[config.mk]
export PLATFORM = sky130hd
export DESIGN_NAME = alarm_priority_aggregator
export DESIGN_NICKNAME = d
export VERILOG_FILES = /design/src/hdl/apa_pkg.sv /design/src/hdl/alarm_priority_aggregator.sv /design/src/hdl/apa_cfg_regs.sv /design/src/hdl/apa_core.sv
export VERILOG_INCLUDE_DIRS = /design/src /design/src/hdl
export SDC_FILE = /design/constraint.sdc
export NUM_CORES = 1
export LEC_CHECK = 0
export BUFFER_PORTS_ARGS = -buffer_cell sky130_fd_sc_hd__buf_2
export CAP_MARGIN = 20
export CORE_MARGIN = 1
export CORE_UTILIZATION = 65
export DETAILED_ROUTE_END_ITERATION = 12
export MAX_ROUTING_LAYER = met4
export PLACE_DENSITY = 0.86
export SETUP_SLACK_MARGIN = 0.05
export SYNTH_ARGS = -nofsm -noshare
export SYNTH_HDL_FRONTEND = slang
export SYNTH_SLANG_ARGS = --single-unit
[constraint.sdc]
create_clock -name clk -period 9.7 [get_ports clk]
set_input_delay 1.94 -clock clk [delete_from_list [all_inputs] [get_ports clk]]
set_output_delay 1.94 -clock clk [all_outputs]
set_load 0.02 [all_outputs]
[src/hdl/assert_macros.svh]
// Assertion macros used by the alarm priority aggregator RTL.
// No dependencies; included by files that carry concurrent checks.
`ifndef ASSERT_MACROS_SVH
`define ASSERT_MACROS_SVH

// Same-cycle implication, disabled while reset is asserted
`define APA_ASSERT_IMP(label, clk, rst_n, ante, cons, msg) \
    label: assert property (@(posedge clk) disable iff (!rst_n) (ante) |-> (cons)) \
        else $error(msg);

// Next-cycle implication, disabled while reset is asserted
`define APA_ASSERT_NXT(label, clk, rst_n, ante, cons, msg) \
    label: assert property (@(posedge clk) disable iff (!rst_n) (ante) |=> (cons)) \
        else $error(msg);

`endif

[src/hdl/apa_pkg.sv]
// Shared types, codes and constants of the alarm priority aggregator.
// No dependencies; imported by every module of the block.
`default_nettype none

package apa_pkg;

    // Sizing
    localparam int NUM_ACTIONS   = 16;
    localparam int COUNT_WIDTH   = 16;
    localparam int NUM_SYS_TYPES = 5;
    localparam int AIU_W         = 5;
    localparam int NA_W          = $clog2(NUM_ACTIONS + 1);
    localparam int LIM_W         = (NA_W > AIU_W) ? NA_W : AIU_W;
    localparam logic [LIM_W-1:0]       NUM_ACTIONS_L = LIM_W'(NUM_ACTIONS);
    localparam logic [COUNT_WIDTH-1:0] CNT_MAX       = '1;

    // Port widths
    localparam int CFG_IDX_W = 3;
    localparam int CFG_W     = 16;
    localparam int IN_W      = 16;
    localparam int OUT_W     = 32;

    // Command codes
    typedef enum logic [1:0] {
        CMD_TRIGGER = 2'd0,
        CMD_CLEAR   = 2'd1,
        CMD_EVAL    = 2'd2
    } cmd_t;

    // Event type codes
    typedef enum logic [2:0] {
        EVT_ALARM       = 3'd0,
        EVT_WARNING     = 3'd1,
        EVT_SOFT_WARN   = 3'd2,
        EVT_MAINTENANCE = 3'd3,
        EVT_OKAY        = 3'd4,
        EVT_CUSTOM      = 3'd5
    } evt_t;

    // Controller state; ST_NONE means nothing was published since reset
    typedef enum logic [2:0] {
        ST_OKAY    = 3'd0,
        ST_WARNING = 3'd1,
        ST_ALARM   = 3'd2,
        ST_MAINT   = 3'd3,
        ST_NONE    = 3'd4
    } ctrl_state_t;

    // Action request codes
    typedef enum logic [1:0] {
        REQ_NONE   = 2'd0,
        REQ_INVOKE = 2'd1,
        REQ_CLEAR  = 2'd2
    } req_t;

    // Error codes
    typedef enum logic [1:0] {
        ERR_NONE           = 2'd0,
        ERR_INVALID_ACTION = 2'd1,
        ERR_UNDERFLOW      = 2'd2
    } err_t;

    // Configuration register indexes
    typedef enum logic [CFG_IDX_W-1:0] {
        CFG_ALARM_ACTION       = 3'd0,
        CFG_WARNING_ACTION     = 3'd1,
        CFG_MAINTENANCE_ACTION = 3'd2,
        CFG_OKAY_ACTION        = 3'd3,
        CFG_ACTIONS_IN_USE     = 3'd4,
        CFG_STATUS_REGISTER    = 3'd5
    } cfg_idx_t;

    // Configuration register file contents
    typedef struct packed {
        logic [3:0]       alarm_action;
        logic [3:0]       warning_action;
        logic [3:0]       maintenance_action;
        logic [3:0]       okay_action;
        logic [AIU_W-1:0] actions_in_use;
        logic [15:0]      status_register;
    } cfg_t;

    // Input word, last field in the lowest bits
    typedef struct packed {
        logic [3:0] custom_action;
        logic [2:0] event_type;
        logic [1:0] command;
    } in_item_t;

    localparam int IN_ITEM_W = $bits(in_item_t);

    // Result word, last field in the lowest bits
    typedef struct packed {
        logic [1:0]  error_code;
        logic [15:0] status_address;
        logic [1:0]  controller_state;
        logic        publish;
        logic [3:0]  action_index;
        logic [1:0]  action_request;
    } res_t;

    localparam int RES_W = $bits(res_t);

endpackage

`default_nettype wire

[src/hdl/alarm_priority_aggregator.sv]
// Top level of the alarm priority aggregator: stream ports, input and output registers.
// Depends on apa_pkg, apa_cfg_regs and apa_core.
`default_nettype none

// Takes one event word per cycle while s_axis_tready is high and returns exactly one
// result word per event. The word is held in an input register, the counter update
// and priority choice run in combinational logic, and the result lands in the output
// register, from which m_axis_tvalid is driven. Throughput is one word per clock while
// the output side takes words; s_axis_tready falls only when both registers hold words
// and m_axis_tready is low. Configuration writes are taken at any time but must be made
// while no events are in flight.

module alarm_priority_aggregator
    import apa_pkg::*;
(
    input  wire logic                 clk,
    input  wire logic                 rst_n,
    // slave side: [1:0] command, [4:2] event_type, [8:5] custom_action, rest zero
    input  wire logic                 s_axis_tvalid,
    output logic                      s_axis_tready,
    input  wire logic [IN_W-1:0]      s_axis_tdata,
    // master side: [1:0] action_request, [5:2] action_index, [6] publish,
    // [8:7] controller_state, [24:9] status_address, [26:25] error_code, rest zero
    output logic                      m_axis_tvalid,
    input  wire logic                 m_axis_tready,
    output logic [OUT_W-1:0]          m_axis_tdata,
    // configuration write port
    input  wire logic                 cfg_wr_en,
    input  wire logic [CFG_IDX_W-1:0] cfg_index,
    input  wire logic [CFG_W-1:0]     cfg_data
);

    logic     in_valid_reg;
    in_item_t in_data_reg;
    logic     out_valid_reg;
    res_t     out_data_reg;
    logic     out_free;
    logic     step;
    cfg_t     cfg;
    res_t     res;

    // Handshake: the input register drains whenever the output register can load
    assign out_free      = !out_valid_reg || m_axis_tready;
    assign step          = in_valid_reg && out_free;
    assign s_axis_tready = !in_valid_reg || out_free;

    apa_cfg_regs u_cfg (
        .clk       (clk),
        .rst_n     (rst_n),
        .cfg_wr_en (cfg_wr_en),
        .cfg_index (cfg_index),
        .cfg_data  (cfg_data),
        .cfg       (cfg)
    );

    apa_core u_core (
        .clk   (clk),
        .rst_n (rst_n),
        .step  (step),
        .item  (in_data_reg),
        .cfg   (cfg),
        .res   (res)
    );

    // Input register
    always_ff @(posedge clk or negedge rst_n)
    begin
        if (!rst_n)
            in_valid_reg <= 1'b0;
        else if (s_axis_tready)
            in_valid_reg <= s_axis_tvalid;
    end

    always_ff @(posedge clk)
    begin
        if (s_axis_tready && s_axis_tvalid)
            in_data_reg <= in_item_t'(s_axis_tdata[IN_ITEM_W-1:0]);
    end

    // Output register
    always_ff @(posedge clk or negedge rst_n)
    begin
        if (!rst_n)
            out_valid_reg <= 1'b0;
        else if (out_free)
            out_valid_reg <= in_valid_reg;
    end

    always_ff @(posedge clk)
    begin
        if (step)
            out_data_reg <= res;
    end

    assign m_axis_tvalid = out_valid_reg;
    assign m_axis_tdata  = {{(OUT_W - RES_W){1'b0}}, out_data_reg};

endmodule

`default_nettype wire

[src/hdl/apa_cfg_regs.sv]
// Configuration register file of the alarm priority aggregator.
// Depends on apa_pkg for register indexes and the cfg_t bundle.
`default_nettype none

module apa_cfg_regs
    import apa_pkg::*;
(
    input  wire logic                 clk,
    input  wire logic                 rst_n,
    input  wire logic                 cfg_wr_en,
    input  wire logic [CFG_IDX_W-1:0] cfg_index,
    input  wire logic [CFG_W-1:0]     cfg_data,
    output cfg_t                      cfg
);

    cfg_t cfg_reg;
    cfg_t cfg_next;

    // Decode the write; indexes past the list are dropped
    always_comb
    begin
        cfg_next = cfg_reg;
        if (cfg_wr_en)
        begin
            case (cfg_index)
                CFG_ALARM_ACTION:       cfg_next.alarm_action       = cfg_data[3:0];
                CFG_WARNING_ACTION:     cfg_next.warning_action     = cfg_data[3:0];
                CFG_MAINTENANCE_ACTION: cfg_next.maintenance_action = cfg_data[3:0];
                CFG_OKAY_ACTION:        cfg_next.okay_action        = cfg_data[3:0];
                CFG_ACTIONS_IN_USE:     cfg_next.actions_in_use     = cfg_data[AIU_W-1:0];
                CFG_STATUS_REGISTER:    cfg_next.status_register    = cfg_data[15:0];
                default:                ;
            endcase
        end
    end

    always_ff @(posedge clk or negedge rst_n)
    begin
        if (!rst_n)
        begin
            cfg_reg.alarm_action       <= 4'd0;
            cfg_reg.warning_action     <= 4'd1;
            cfg_reg.maintenance_action <= 4'd3;
            cfg_reg.okay_action        <= 4'd4;
            cfg_reg.actions_in_use     <= AIU_W'(NUM_ACTIONS);
            cfg_reg.status_register    <= 16'd0;
        end
        else
        begin
            cfg_reg <= cfg_next;
        end
    end

    assign cfg = cfg_reg;

endmodule

`default_nettype wire

[src/hdl/apa_core.sv]
// Event counters, controller state and result logic of the aggregator.
// Depends on apa_pkg and assert_macros.svh.
`default_nettype none
`include "assert_macros.svh"

module apa_core
    import apa_pkg::*;
(
    input  wire logic clk,
    input  wire logic rst_n,
    input  wire logic step,
    input  in_item_t  item,
    input  cfg_t      cfg,
    output res_t      res
);

    logic [COUNT_WIDTH-1:0] counts_reg  [NUM_SYS_TYPES];
    logic [COUNT_WIDTH-1:0] counts_next [NUM_SYS_TYPES];
    ctrl_state_t            state_reg;
    ctrl_state_t            state_next;

    logic [COUNT_WIDTH-1:0] cnt_sel;
    logic [COUNT_WIDTH-1:0] cnt_upd;
    logic                   cnt_wr;
    logic                   do_eval;
    logic                   is_sys;
    logic [LIM_W-1:0]       aiu_ext;
    logic [LIM_W-1:0]       limit;
    logic [NUM_SYS_TYPES-1:0] latch;
    ctrl_state_t            eval_state;
    logic [3:0]             eval_act;

    // Custom action limit: smaller of actions in use and the table size
    always_comb
    begin
        aiu_ext = LIM_W'(cfg.actions_in_use);
        limit   = (aiu_ext > NUM_ACTIONS_L) ? NUM_ACTIONS_L : aiu_ext;
    end

    // Event handling, count update and state evaluation
    always_comb
    begin
        cnt_sel = '0;
        for (int i = 0; i < NUM_SYS_TYPES; i++)
        begin
            if (item.event_type == 3'(i))
                cnt_sel = counts_reg[i];
        end
        is_sys  = (item.event_type < EVT_CUSTOM);
        res     = '0;
        cnt_upd = cnt_sel;
        cnt_wr  = 1'b0;
        do_eval = 1'b0;

        case (item.command)
            CMD_TRIGGER, CMD_CLEAR:
            begin
                if (item.event_type == EVT_CUSTOM)
                begin
                    if (LIM_W'(item.custom_action) < limit)
                    begin
                        res.action_request = (item.command == CMD_TRIGGER) ?
                                             REQ_INVOKE : REQ_CLEAR;
                        res.action_index   = item.custom_action;
                    end
                    else
                    begin
                        res.error_code = ERR_INVALID_ACTION;
                    end
                end
                else if (is_sys)
                begin
                    if (item.command == CMD_TRIGGER)
                    begin
                        // saturating increment, latch set, always evaluate
                        cnt_upd = (cnt_sel == CNT_MAX) ? cnt_sel : cnt_sel + 1'b1;
                        cnt_wr  = 1'b1;
                        do_eval = 1'b1;
                    end
                    else if (cnt_sel == '0)
                    begin
                        res.error_code = ERR_UNDERFLOW;
                    end
                    else
                    begin
                        // evaluate only when the latch drops
                        cnt_upd = cnt_sel - 1'b1;
                        cnt_wr  = 1'b1;
                        do_eval = (cnt_sel == COUNT_WIDTH'(1));
                    end
                end
            end
            CMD_EVAL:
                do_eval = 1'b1;
            default:
                ;
        endcase

        for (int i = 0; i < NUM_SYS_TYPES; i++)
        begin
            counts_next[i] = (cnt_wr && item.event_type == 3'(i)) ? cnt_upd : counts_reg[i];
            latch[i]       = |counts_next[i];
        end

        // Priority: maintenance, alarm, warning, okay
        if (latch[EVT_MAINTENANCE])
        begin
            eval_state = ST_MAINT;
            eval_act   = cfg.maintenance_action;
        end
        else if (latch[EVT_ALARM])
        begin
            eval_state = ST_ALARM;
            eval_act   = cfg.alarm_action;
        end
        else if (latch[EVT_WARNING])
        begin
            eval_state = ST_WARNING;
            eval_act   = cfg.warning_action;
        end
        else
        begin
            eval_state = ST_OKAY;
            eval_act   = cfg.okay_action;
        end

        state_next = state_reg;
        if (do_eval)
        begin
            res.publish          = 1'b1;
            res.controller_state = eval_state[1:0];
            res.status_address   = cfg.status_register;
            if (eval_state != state_reg)
            begin
                res.action_request = REQ_INVOKE;
                res.action_index   = eval_act;
                state_next         = eval_state;
            end
        end
    end

    // State registers advance only when the word moves to the output register
    always_ff @(posedge clk or negedge rst_n)
    begin
        if (!rst_n)
        begin
            for (int i = 0; i < NUM_SYS_TYPES; i++)
                counts_reg[i] <= '0;
            state_reg <= ST_NONE;
        end
        else if (step)
        begin
            counts_reg <= counts_next;
            state_reg  <= state_next;
        end
    end

    // Published state becomes the held state
    `APA_ASSERT_NXT(a_state_follows_publish, clk, rst_n, step && res.publish,
        state_reg[1:0] == $past(res.controller_state) && !state_reg[2],
        "held state differs from the published state")

    // An error word neither requests nor publishes
    `APA_ASSERT_IMP(a_error_quiet, clk, rst_n, step && res.error_code != ERR_NONE,
        res.action_request == REQ_NONE && !res.publish,
        "error word carries a request or a publish")

    // A published invoke only comes with a state change
    `APA_ASSERT_IMP(a_invoke_on_change, clk, rst_n,
        step && res.publish && res.action_request == REQ_INVOKE,
        state_next != state_reg,
        "state entry action without a state change")

endmodule

`default_nettype wire
==> results.yml, run 1 <==
die:
  initial_core_util_pct: 67.37
  core-area_mm2: 0.01277
  die_w_um: 117.1
  pin_count: 74
  die_h_um: 117.1
  die_area_mm2: 0.01370
  rows: 41
critical_path:
  worstSetupStartpointType: "flip-flop"
  r2r-end: "m_axis_tdata[4]"
  end_kind: "flip-flop"
  r2r-start: "in_data_reg[3]"
  cp-startpoint: "in_data_reg[3]"
  regToRegSetupSlack_ns: 2.49
  path_class: "flip-flop to flip-flop"
  crit_end: "m_axis_tdata[4]"
  worstPathMaxFanout: 27
  cp.arrival_ns: 7.36
  reg2regPathDepth: 16
  required_ns: 9.85
sta:
  period_share_pct: 74.34
  hold_viol_final: 0
  slew_headroom_pct: 24.01
  setup_tns_ns: 0
  drv_slew: 0
  rsz0062_at_grt: "no"
  setup_viol: 0
  finClkSkew_ns: 0.01652
  worst_pin_slew_ns: 1.140
  clock.fmax_mhz: 138.7
  post-route-min-period_ns: 7.211
placement:
  gp_congestion: 0.9827
  hpwl_mm: 16.08
  io_buffers: 61
yosys:
  ys.warnings.count: 0
  synth-compound-area-share_pct: 15.77
  synth_xor_area_share_pct: 0.9160
  ys_ff_latch: 158
  synth-simple-area-share_pct: 20.79
  syn_area_per_cell_um2: 10.42
  synth_area_leaders: "dfrtp_1 (34%), edfxtp_1 (13%), mux2_2 (6.5%), o21ai_0 (5.2%), nand2_1 (5.0%)"
  synthArstFlopShare_pct: 77.22
  synthCells: 826
  synth_top_area_cell: "dfrtp_1"
  synth_top_area_share_pct: 33.73
  synthDistinctLibCells: 94
  synthesis.area_mm2: 0.008606
  synth-edff-count: 36
  synthAdderAreaFrac_pct: 1.018
  synth_mux_area_share_pct: 10.18
  synth_top_family_by_area: "simple AND/OR/NAND/NOR gates"
  synth-main-ff-cell: "dfrtp_1"
  ys_seq_area_share_pct: 48.12
global_route:
  grt_pass1_wl_mm: 36.96
  first_global_vias: 6728
  grt_max_degree: 82
  grt_antenna_before_repair: 0
  overflow: 0
  grtUsageTotal_pct: 38.11
final_layout:
  multi_input_area_mm2: 0.004208
  final_nets: 924
  drive_gt1_share_pct: 21.91
  seqCellArea_mm2: 0.004141
  final_common_cell: "dfrtp_1"
  synthToLayoutAreaGrowth_pct: 11.92
  largest_register_ffs: 80
  insertedDiodeCount: 0
  layout_common_cells: "dfrtp_1 (116), nand2_1 (115), o21ai_0 (90)"
  n_fill_cell: 859
detailed_routing:
  wire_per_inst_um: 22.27
  routed-via-count: 7089
  drc_errors: 0
  vias_per_cell: 6.675
  drt_iter0_markers: 886
  postRouteAntennaNets: 0
  drtPass1Iterations: 6
  wirelength_mm: 23.65
clocking:
  clk_latency_ns: 0.44
  cts.sink_count: 158
  clkTransAtPathRegs_ns: 0.06
  cts_tree: "yes"
  cts_buffers: 17
  postCtsHoldBufs: 0
  clock-root-buffer: "clkbuf_16"
  cts_setup_buffers: 0
  htreeDepth: 4
  clockBufferDepth: 2
  cts_resized: 0
power:
  p_leak_nw: 4.102
  irDropWorstVdd_mv: 0.1758
  power.total_mw: 2.344
  powerDensity_mw_per_mm2: 243.4
flow_run:
  maxCapViolations: 0
min_path:
  hp-class: "flip-flop to flip-flop"
status:
  outcome: "completed"
[synthesized netlist by cell type, drive strengths merged (4+ instances only)]
| cell type | n |
|---|---|
| mux2 | 52 |
| buf | 20 |
| nand2b | 16 |
| or3 | 5 |
| nand3 | 17 |
| o22ai | 7 |
| nor3b | 6 |
| o211ai | 8 |
| a211oi | 10 |
| a41oi | 4 |
| xnor2 | 6 |
| mux2i | 29 |
| nand4 | 7 |
| nor2 | 42 |
| inv | 7 |
| a31oi | 5 |
| or4 | 9 |
| o31ai | 6 |
| a21oi | 20 |
| o41ai | 4 |
| nand3b | 11 |
| nand2 | 115 |
| nand4b | 4 |
| or2 | 7 |
| a211o | 5 |
| nor3 | 16 |
| ha | 7 |
| dfrtp | 116 |
| and3 | 4 |
| edfxtp | 36 |
| and2 | 27 |
| nor4 | 21 |
| o21ai | 96 |
| clkbuf | 25 |
| dfstp | 6 |
[kinds of logic after synthesis]
| kind of cell | count (synthesis) |
|---|---|
| AND/OR/NAND/NOR | 319 |
| multiplexers | 81 |
| adder cells (fa/ha/maj) | 7 |
| XOR/XNOR | 9 |
| buffers and inverters | 52 |
| AO/OA/AOI/OAI | 199 |
| flip-flops | 158 |
| other | 1 |
[layout make-up]
type                            instances  share of cell area (%)
Clock buffer                           23                   5.079
Clock inverter                          9                   1.104
Inverter                                7                  0.2728
Multi-Input combinational cell        620                   43.69
Sequential cell                       158                   43.00
Tap cell                              172                   2.234
Timing Repair Buffer                   73                   4.625
[critical path: stages, from the launching register on]
cell and delay (ns):
edfxtp_1 1.10, mux2_2 0.45, a221oi_4 0.60, ha_1 0.38, o31ai_1 0.12, nor3_1 0.25
nand3_1 0.18, nor4_1 0.68, o2bb2ai_1 0.15, xor2_1 0.75, nand3_1 0.15, o22a_1 0.23
nor4b_2 0.93, nand3b_1 0.19, a211o_1 0.37, a31oi_4 0.27, o31ai_1 0.11
[report_power, final]
part | internal (mW) | switching [mW] | total, mW
Sequential | 0.817 | 0.0952 | 0.913
Clock | 0.407 | 0.269 | 0.676
Combinational | 0.283 | 0.472 | 0.755
Total | 1.51 | 0.837 | 2.34
[metal layers]
layer	track usage [%]	vias to the layer above	share of wire (%)	wire length, um
li1	-	3149	-	-
met4	16.12	0	4.1	966
met3	9.629	99	10	2466
met2	55.82	448	46	10820
met5	-	-	0	0
met1	50.71	3393	40	9399
[worst min path at each step]
stage / start / end / slack [ns] / depth (start not counted)
final: u_core.counts_reg[42] / u_core.counts_reg[42] / 0.47 / 2
after global routing: u_core.counts_reg[10] / u_core.counts_reg[10] / 0.50 / 2
after CTS: u_core.counts_reg[42] / u_core.counts_reg[42] / 0.48 / 2
after global placement: u_core.counts_reg[42] / u_core.counts_reg[42] / 0.46 / 2
after detailed placement: u_core.counts_reg[42] / u_core.counts_reg[42] / 0.46 / 2
after floorplan: u_core.counts_reg[4] / u_core.counts_reg[4] / 0.44 / 2
[stage by stage]
step / utilization, % / worst slack [ns] / instance area [um^2] / instances / hold slack, ns
2_1_floorplan: - / 4.955 / 8621 / 830 / 0.4413
3_3_place_gp: 70.19 / 3.102 / 8966 / 1027 / 0.4587
3_5_place_dp: 70.31 / 2.939 / 8981 / 1028 / 0.4636
4_1_cts: 74.97 / 2.829 / 9577 / 1060 / 0.4767
5_1_grt: 75.40 / 2.472 / 9632 / 1062 / 0.4990
6_report: 75.40 / 2.489 / 9632 / 1062 / 0.4736
Power figures use the tool's default switching activity.
==> run 2, diff against run 1 <==
--- a/config.mk
+++ b/config.mk
@@ -6,13 +6,14 @@
 export SDC_FILE = /design/constraint.sdc
 export NUM_CORES = 1
 export LEC_CHECK = 0
+export ABC_AREA = 1
 export BUFFER_PORTS_ARGS = -buffer_cell sky130_fd_sc_hd__buf_2
 export CAP_MARGIN = 20
 export CORE_MARGIN = 1
-export CORE_UTILIZATION = 65
+export CORE_UTILIZATION = 55
 export DETAILED_ROUTE_END_ITERATION = 12
 export MAX_ROUTING_LAYER = met4
-export PLACE_DENSITY = 0.86
+export PLACE_DENSITY = 0.77
 export SETUP_SLACK_MARGIN = 0.05
 export SYNTH_ARGS = -nofsm -noshare
 export SYNTH_HDL_FRONTEND = slang
==> constraint.sdc (replaced) <==
create_clock -name clk -period 6.3 [get_ports clk]
set_input_delay 1.26 -clock clk [delete_from_list [all_inputs] [get_ports clk]]
set_output_delay 1.26 -clock clk [all_outputs]
set_load 0.02 [all_outputs]
==> results.yml, run 2 <==
status:
  outcome: "completed"
critical_path:
  r2r-start: "in_data_reg[3]"
  r2r-end: "m_axis_tdata[0]"
  regToRegSetupSlack_ns: 1.11
  reg2regPathDepth: 25
  slowest_stage: "edfxtp_1"
  worstSetupStartpointType: "flip-flop"
  cpMostUsedCell: "nand2_1"
  slowest_delay_ns: 0.81
  cp.arrival_ns: 5.37
  required_ns: 6.48
  worstPathMaxFanout: 14
  path_class: "flip-flop to flip-flop"
  end_kind: "flip-flop"
sta:
  hold_viol_final: 0
  setup_tns_ns: 0
  slew_headroom_pct: 38.31
  setup_viol: 0
  post-route-min-period_ns: 5.191
  period_share_pct: 82.40
  drv_slew: 0
  rsz0062_at_grt: "no"
  clock.fmax_mhz: 192.6
  worst_pin_slew_ns: 0.9231
  finClkSkew_ns: 0.01461
clocking:
  clk_latency_ns: 0.44
  cts.sink_count: 158
  cts_setup_buffers: 0
  clkTransAtPathRegs_ns: 0.07
  cts_buffers: 17
  postCtsHoldBufs: 0
  cts_resized: 0
  htreeDepth: 4
  clockBufferDepth: 2
  clock-root-buffer: "clkbuf_16"
  cts_tree: "yes"
global_route:
  overflow: 0
  grt_antenna_before_repair: 0
  grt_pass1_wl_mm: 43.83
  grtUsageTotal_pct: 33.55
  first_global_vias: 8050
  grt_max_degree: 68
final_layout:
  largest_register_ffs: 80
  layout_common_cells: "nand2_1 (442), nor2_1 (152), nand3_1 (134)"
  synthToLayoutAreaGrowth_pct: 11.35
  insertedDiodeCount: 0
  final_common_cell: "nand2_1"
  drive_gt1_share_pct: 13.52
  final_nets: 1417
yosys:
  yosys-top-cells-count: "nand2_1 (443), nor2_1 (152), nand3_1 (134)"
  synthArstFlopShare_pct: 77.22
  ys_ff_latch: 158
  synthCells: 1315
  synth-main-ff-cell: "dfrtp_1"
  synthesis.area_mm2: 0.009424
  synth_top_area_cell: "dfrtp_1"
  syn_area_per_cell_um2: 7.167
  synthDistinctLibCells: 40
  synth_area_leaders: "dfrtp_1 (31%), nand2_1 (18%), edfxtp_1 (11%), nand3_1 (7.1%), nor2_1 (6.1%)"
  synth_most_common_cell: "nand2_1"
  synth_top_area_share_pct: 30.80
  ys_seq_area_share_pct: 43.95
  ys.warnings.count: 0
  synth-edff-count: 36
placement:
  hpwl_mm: 20.32
  gp_congestion: 0.9698
  io_buffers: 61
power:
  combPwrFrac_pct: 35.0
  clkPwrFrac_pct: 26.3
  irDropWorstVdd_mv: 0.2865
  p_switching_mw: 1.595
  p_leak_nw: 5.151
  powerDensity_mw_per_mm2: 377.2
  power.total_mw: 3.958
  pwr-share-seq_pct: 38.7
  switching_share_pct: 40.31
  p_int_mw: 2.363
min_path:
  whs_endpoint: "u_core.state_reg[2]"
  hp-class: "flip-flop to flip-flop"
  holdCritStartpoint: "u_core.state_reg[2]"
  min_path_cells: 2
die:
  die_w_um: 132.9
  pin_count: 74
  core-area_mm2: 0.01664
  initial_core_util_pct: 56.63
  die_h_um: 132.9
  rows: 47
  die_area_mm2: 0.01766
detailed_routing:
  wirelength_mm: 27.55
  postRouteAntennaNets: 0
  routed-via-count: 9011
  wire_per_inst_um: 17.19
  drc_errors: 0
  vias_per_cell: 5.621
  drtPass1Iterations: 5
  drt_iter0_markers: 978
flow_run:
  maxCapViolations: 0
-- run 2: cell types whose count changed after synthesis, moves of 29 or more --
cell,delta
nand2_1,+328
nand3_1,+118
inv_1,+96
mux2i_1,-29
mux2_2,-50
nor2_1,+114
-- run 2: routing by layer --
metal	track usage, %	routed length, um
met5	-	0
met4	11.81	758
met3	5.939	2645
met2	48.57	12260
met1	47.25	11890
-- run 2: worst max path at each step --
stage / from / end / slack (ns) / cells past startpoint
3_3_place_gp: in_data_reg[3] / m_axis_tdata[0] / 1.38 / 27
5_1_grt: in_data_reg[3] / m_axis_tdata[5] / 0.73 / 28
4_1_cts: in_data_reg[3] / m_axis_tdata[0] / 1.26 / 27
2_1_floorplan: in_data_reg[4] / m_axis_tdata[0] / 2.68 / 29
6_report: in_data_reg[3] / m_axis_tdata[0] / 1.11 / 25
3_5_place_dp: in_data_reg[3] / m_axis_tdata[0] / 1.29 / 27
-- run 2: worst max-delay path, delay by kind of cell, from the launching register on --
kind                   cells  cell delay, ns
flip-flops                 1            0.81
AO/OA/AOI/OAI              3            0.31
AND/OR/NAND/NOR           21            3.49
buffers and inverters      1            0.31
-- run 2: kinds of logic after synthesis --
logic type	Yosys count	share of synthesized area [%]
flip-flops	158	43.95
adder cells (fa/ha/maj)	7	0.9293
AO/OA/AOI/OAI	147	8.218
XOR/XNOR	4	0.3718
buffers and inverters	164	7.568
AND/OR/NAND/NOR	834	38.93
other	1	0.03979
-- run 2: area by class of cell --
class	count	area, um^2
Clock buffer	17	425.4
Clock inverter	15	166.4
Fill cell	1495	6148
Inverter	114	432.9
Multi-Input combinational cell	997	4587
Sequential cell	158	4141
Tap cell	220	275.3
Timing Repair Buffer	82	465.4
-- run 2: stage by stage --
| step | std cells | hold WS (ns) | cell area, um^2 | util [%] | setup WS [ns] |
|---|---|---|---|---|---|
| finish | 1603 | 0.4568 | 10490 | 63.06 | 1.109 |
| global route | 1603 | 0.4721 | 10490 | 63.06 | 0.7347 |
| CTS | 1603 | 0.4598 | 10490 | 63.06 | 1.265 |
| detailed placement | 1571 | 0.4480 | 9902 | 59.50 | 1.293 |
| global placement | 1571 | 0.4459 | 9902 | 59.50 | 1.376 |
| floorplan | 1319 | 0.4317 | 9439 | - | 2.679 |
-- run 2: power groups by stage --
stage / combinational [mW] / clock, mW / sequential (mW)
6_report: 1.38 / 1.04 / 1.53
3_3_place_gp: 1.33 / 0 / 1.54
3_5_place_dp: 1.35 / 0 / 1.54
5_1_grt: 1.55 / 1.09 / 1.57
2_1_floorplan: 0.975 / 0 / 1.53
4_1_cts: 1.36 / 1.05 / 1.53
==> run 3, diff against run 2 <==
--- a/config.mk
+++ b/config.mk
@@ -6,14 +6,14 @@
 export SDC_FILE = /design/constraint.sdc
 export NUM_CORES = 1
 export LEC_CHECK = 0
-export ABC_AREA = 1
+export ABC_AREA = 0
 export BUFFER_PORTS_ARGS = -buffer_cell sky130_fd_sc_hd__buf_2
 export CAP_MARGIN = 20
 export CORE_MARGIN = 1
-export CORE_UTILIZATION = 55
+export CORE_UTILIZATION = 60
 export DETAILED_ROUTE_END_ITERATION = 12
 export MAX_ROUTING_LAYER = met4
-export PLACE_DENSITY = 0.77
+export PLACE_DENSITY = 0.8
 export SETUP_SLACK_MARGIN = 0.05
 export SYNTH_ARGS = -nofsm -noshare
 export SYNTH_HDL_FRONTEND = slang
==> constraint.sdc (replaced) <==
create_clock -name clk -period 5.3 [get_ports clk]
set_input_delay 1.06 -clock clk [delete_from_list [all_inputs] [get_ports clk]]
set_output_delay 1.06 -clock clk [all_outputs]
set_load 0.02 [all_outputs]
==> results.yml, run 3 (synthesis gave the netlist of run 1 again) <==
status:
  outcome: "completed"
clocking:
  clock-root-buffer: "clkbuf_16"
  htreeDepth: 4
  clkTransAtPathRegs_ns: 0.07
  cts_tree: "yes"
  cts.sink_count: 158
  clk_latency_ns: 0.44
  cts_buffers: 17
  clockBufferDepth: 2
critical_path:
  critPathTopFamily: "compound AO/OA/AOI/OAI gates"
  worstSetupStartpointType: "flip-flop"
  cp.arrival_ns: 5.29
  slowest_delay_ns: 0.52
  path_class: "flip-flop to flip-flop"
  cp-startpoint: "in_data_reg[3]"
  reg2regPathDepth: 17
  regToRegSetupSlack_ns: 0.15
  end_kind: "flip-flop"
  path_cells: "mux2_2 > a221oi_4 > ha_1 > o31ai_1 > nor3_1 > nand3_1 > or4_4 > a31oi_1 > o22ai_1 > nor3_1 > a21oi_1 > nor4b_2 > buf_4 > nand3b_1 > a211o_1 > a31oi_4 > o31ai_1"
  worst-path-buf-inv: 1
  r2r-end: "m_axis_tdata[5]"
  worstPathMaxFanout: 6
  r2r-start: "in_data_reg[3]"
  required_ns: 5.45
  slowest_stage: "edfxtp_1"
die:
  initial_core_util_pct: 61.76
  core-area_mm2: 0.01393
  die_w_um: 121.8
  die_area_mm2: 0.01483
  pin_count: 74
  die_h_um: 121.8
  rows: 43
final_layout:
  synthToLayoutAreaGrowth_pct: 16.88
  largest_register_ffs: 80
  final_nets: 979
  fin_util_pct: 72.18
  layoutNonFillerInstCount: 1125
  design_area_mm2: 0.01006
  insertedDiodeCount: 0
  final_common_cell: "dfrtp_1"
  layout_common_cells: "dfrtp_1 (116), nand2_1 (115), o21ai_0 (90)"
  drive_gt1_share_pct: 28.04
  n_fill_cell: 1019
sta:
  post-route-min-period_ns: 5.146
  slew_headroom_pct: 26.63
  hold_slack_ns: 0.4795
  drv_slew: 0
  worst_pin_slew_ns: 1.092
  setup_ws_ns: 0.1542
  rsz0062_at_grt: "no"
  hold_viol_final: 0
  setup_viol: 0
  clock.fmax_mhz: 194.3
  setup_tns_ns: 0
  finClkSkew_ns: 0.01390
  period_share_pct: 97.09
detailed_routing:
  vias_per_cell: 6.533
  postRouteAntennaNets: 0
  drtPass1Iterations: 5
  wirelength_mm: 24.95
  wire_per_inst_um: 22.18
  routed-via-count: 7350
  drt_iter0_markers: 827
  drc_errors: 0
flow_run:
  maxCapViolations: 0
min_path:
  whs_endpoint: "u_core.counts_reg[13]"
  holdCritStartpoint: "u_core.counts_reg[13]"
  min_path_cells: 2
  hp-class: "flip-flop to flip-flop"
global_route:
  first_global_vias: 7047
  grt_pass1_wl_mm: 38.67
  grt_antenna_before_repair: 0
  overflow: 0
  grt_max_degree: 76
  grtUsageTotal_pct: 36.13
power:
  clkPwrFrac_pct: 26.1
  pwr-share-seq_pct: 37.8
  p_switching_mw: 1.633
  powerDensity_mw_per_mm2: 437.1
  p_leak_nw: 4.361
  irDropWorstVdd_mv: 0.3230
  switching_share_pct: 37.13
  combPwrFrac_pct: 36.0
  power.total_mw: 4.397
  p_int_mw: 2.764
placement:
  placed_cell_area_mm2: 0.009404
  dp_slack_ns: 0.1129
  gp_congestion: 0.9951
  hpwl_mm: 17.87
  io_buffers: 61
  dp_cells: 1089
## run 3: layout make-up
cell class              instances  area (um^2)  share of cell area [%]
well taps                     180        225.2                   2.239
clock inverters                14        123.9                   1.231
clock buffers                  18        429.2                   4.267
repair buffers                128        837.1                   8.322
flip-flops and latches        158         4141                   41.17
multi-input cells             620         4275                   42.51
inverters                       7        26.28                  0.2612
## run 3: power groups by stage
stage / clock network [mW] / registers (mW) / logic, mW
floorplan: 0 / 1.65 / 0.953
global placement: 0 / 1.65 / 1.47
detailed placement: 0 / 1.67 / 1.51
CTS: 1.16 / 1.65 / 1.53
global route: 1.21 / 1.68 / 1.69
finish: 1.15 / 1.66 / 1.58
## run 3: layer usage
layer | part of all wire [%] | routed length, um | GRT usage, %
met1 | 42 | 10580 | 49.28
met2 | 46 | 11520 | 52.93
met3 | 7.8 | 1947 | 6.976
met4 | 3.6 | 906 | 14.81
met5 | 0 | 0 | -
## run 3: how the worst max path moves through the flow
stage                            to  slack, ns  cells after the start
global route        m_axis_tdata[5]       0.02                     17
finish              m_axis_tdata[5]       0.15                     17
floorplan           m_axis_tdata[4]       0.56                     17
global placement    m_axis_tdata[4]       0.16                     19
detailed placement  m_axis_tdata[5]       0.11                     18
CTS                 m_axis_tdata[5]        0.1                     20
## run 3: what timing repair did
item | 4_1_cts | 5_1_grt
pin swaps | 2 | 2
hold buffers | 0 | 0
resized for setup | 0 | 16
buffers inserted | 2 | 2
setup endpoints to repair | 1 | 5
## run 3: worst reg2reg max path, delay by kind of cell, from the launching register on
family,cells,cell delay [ns]
buffers and inverters,1,0.19
AOI/OAI and AO/OA,8,1.79
adders and majority gates,1,0.27
DFF,1,0.52
and+or+nand+nor,6,1.67
muxes,1,0.42
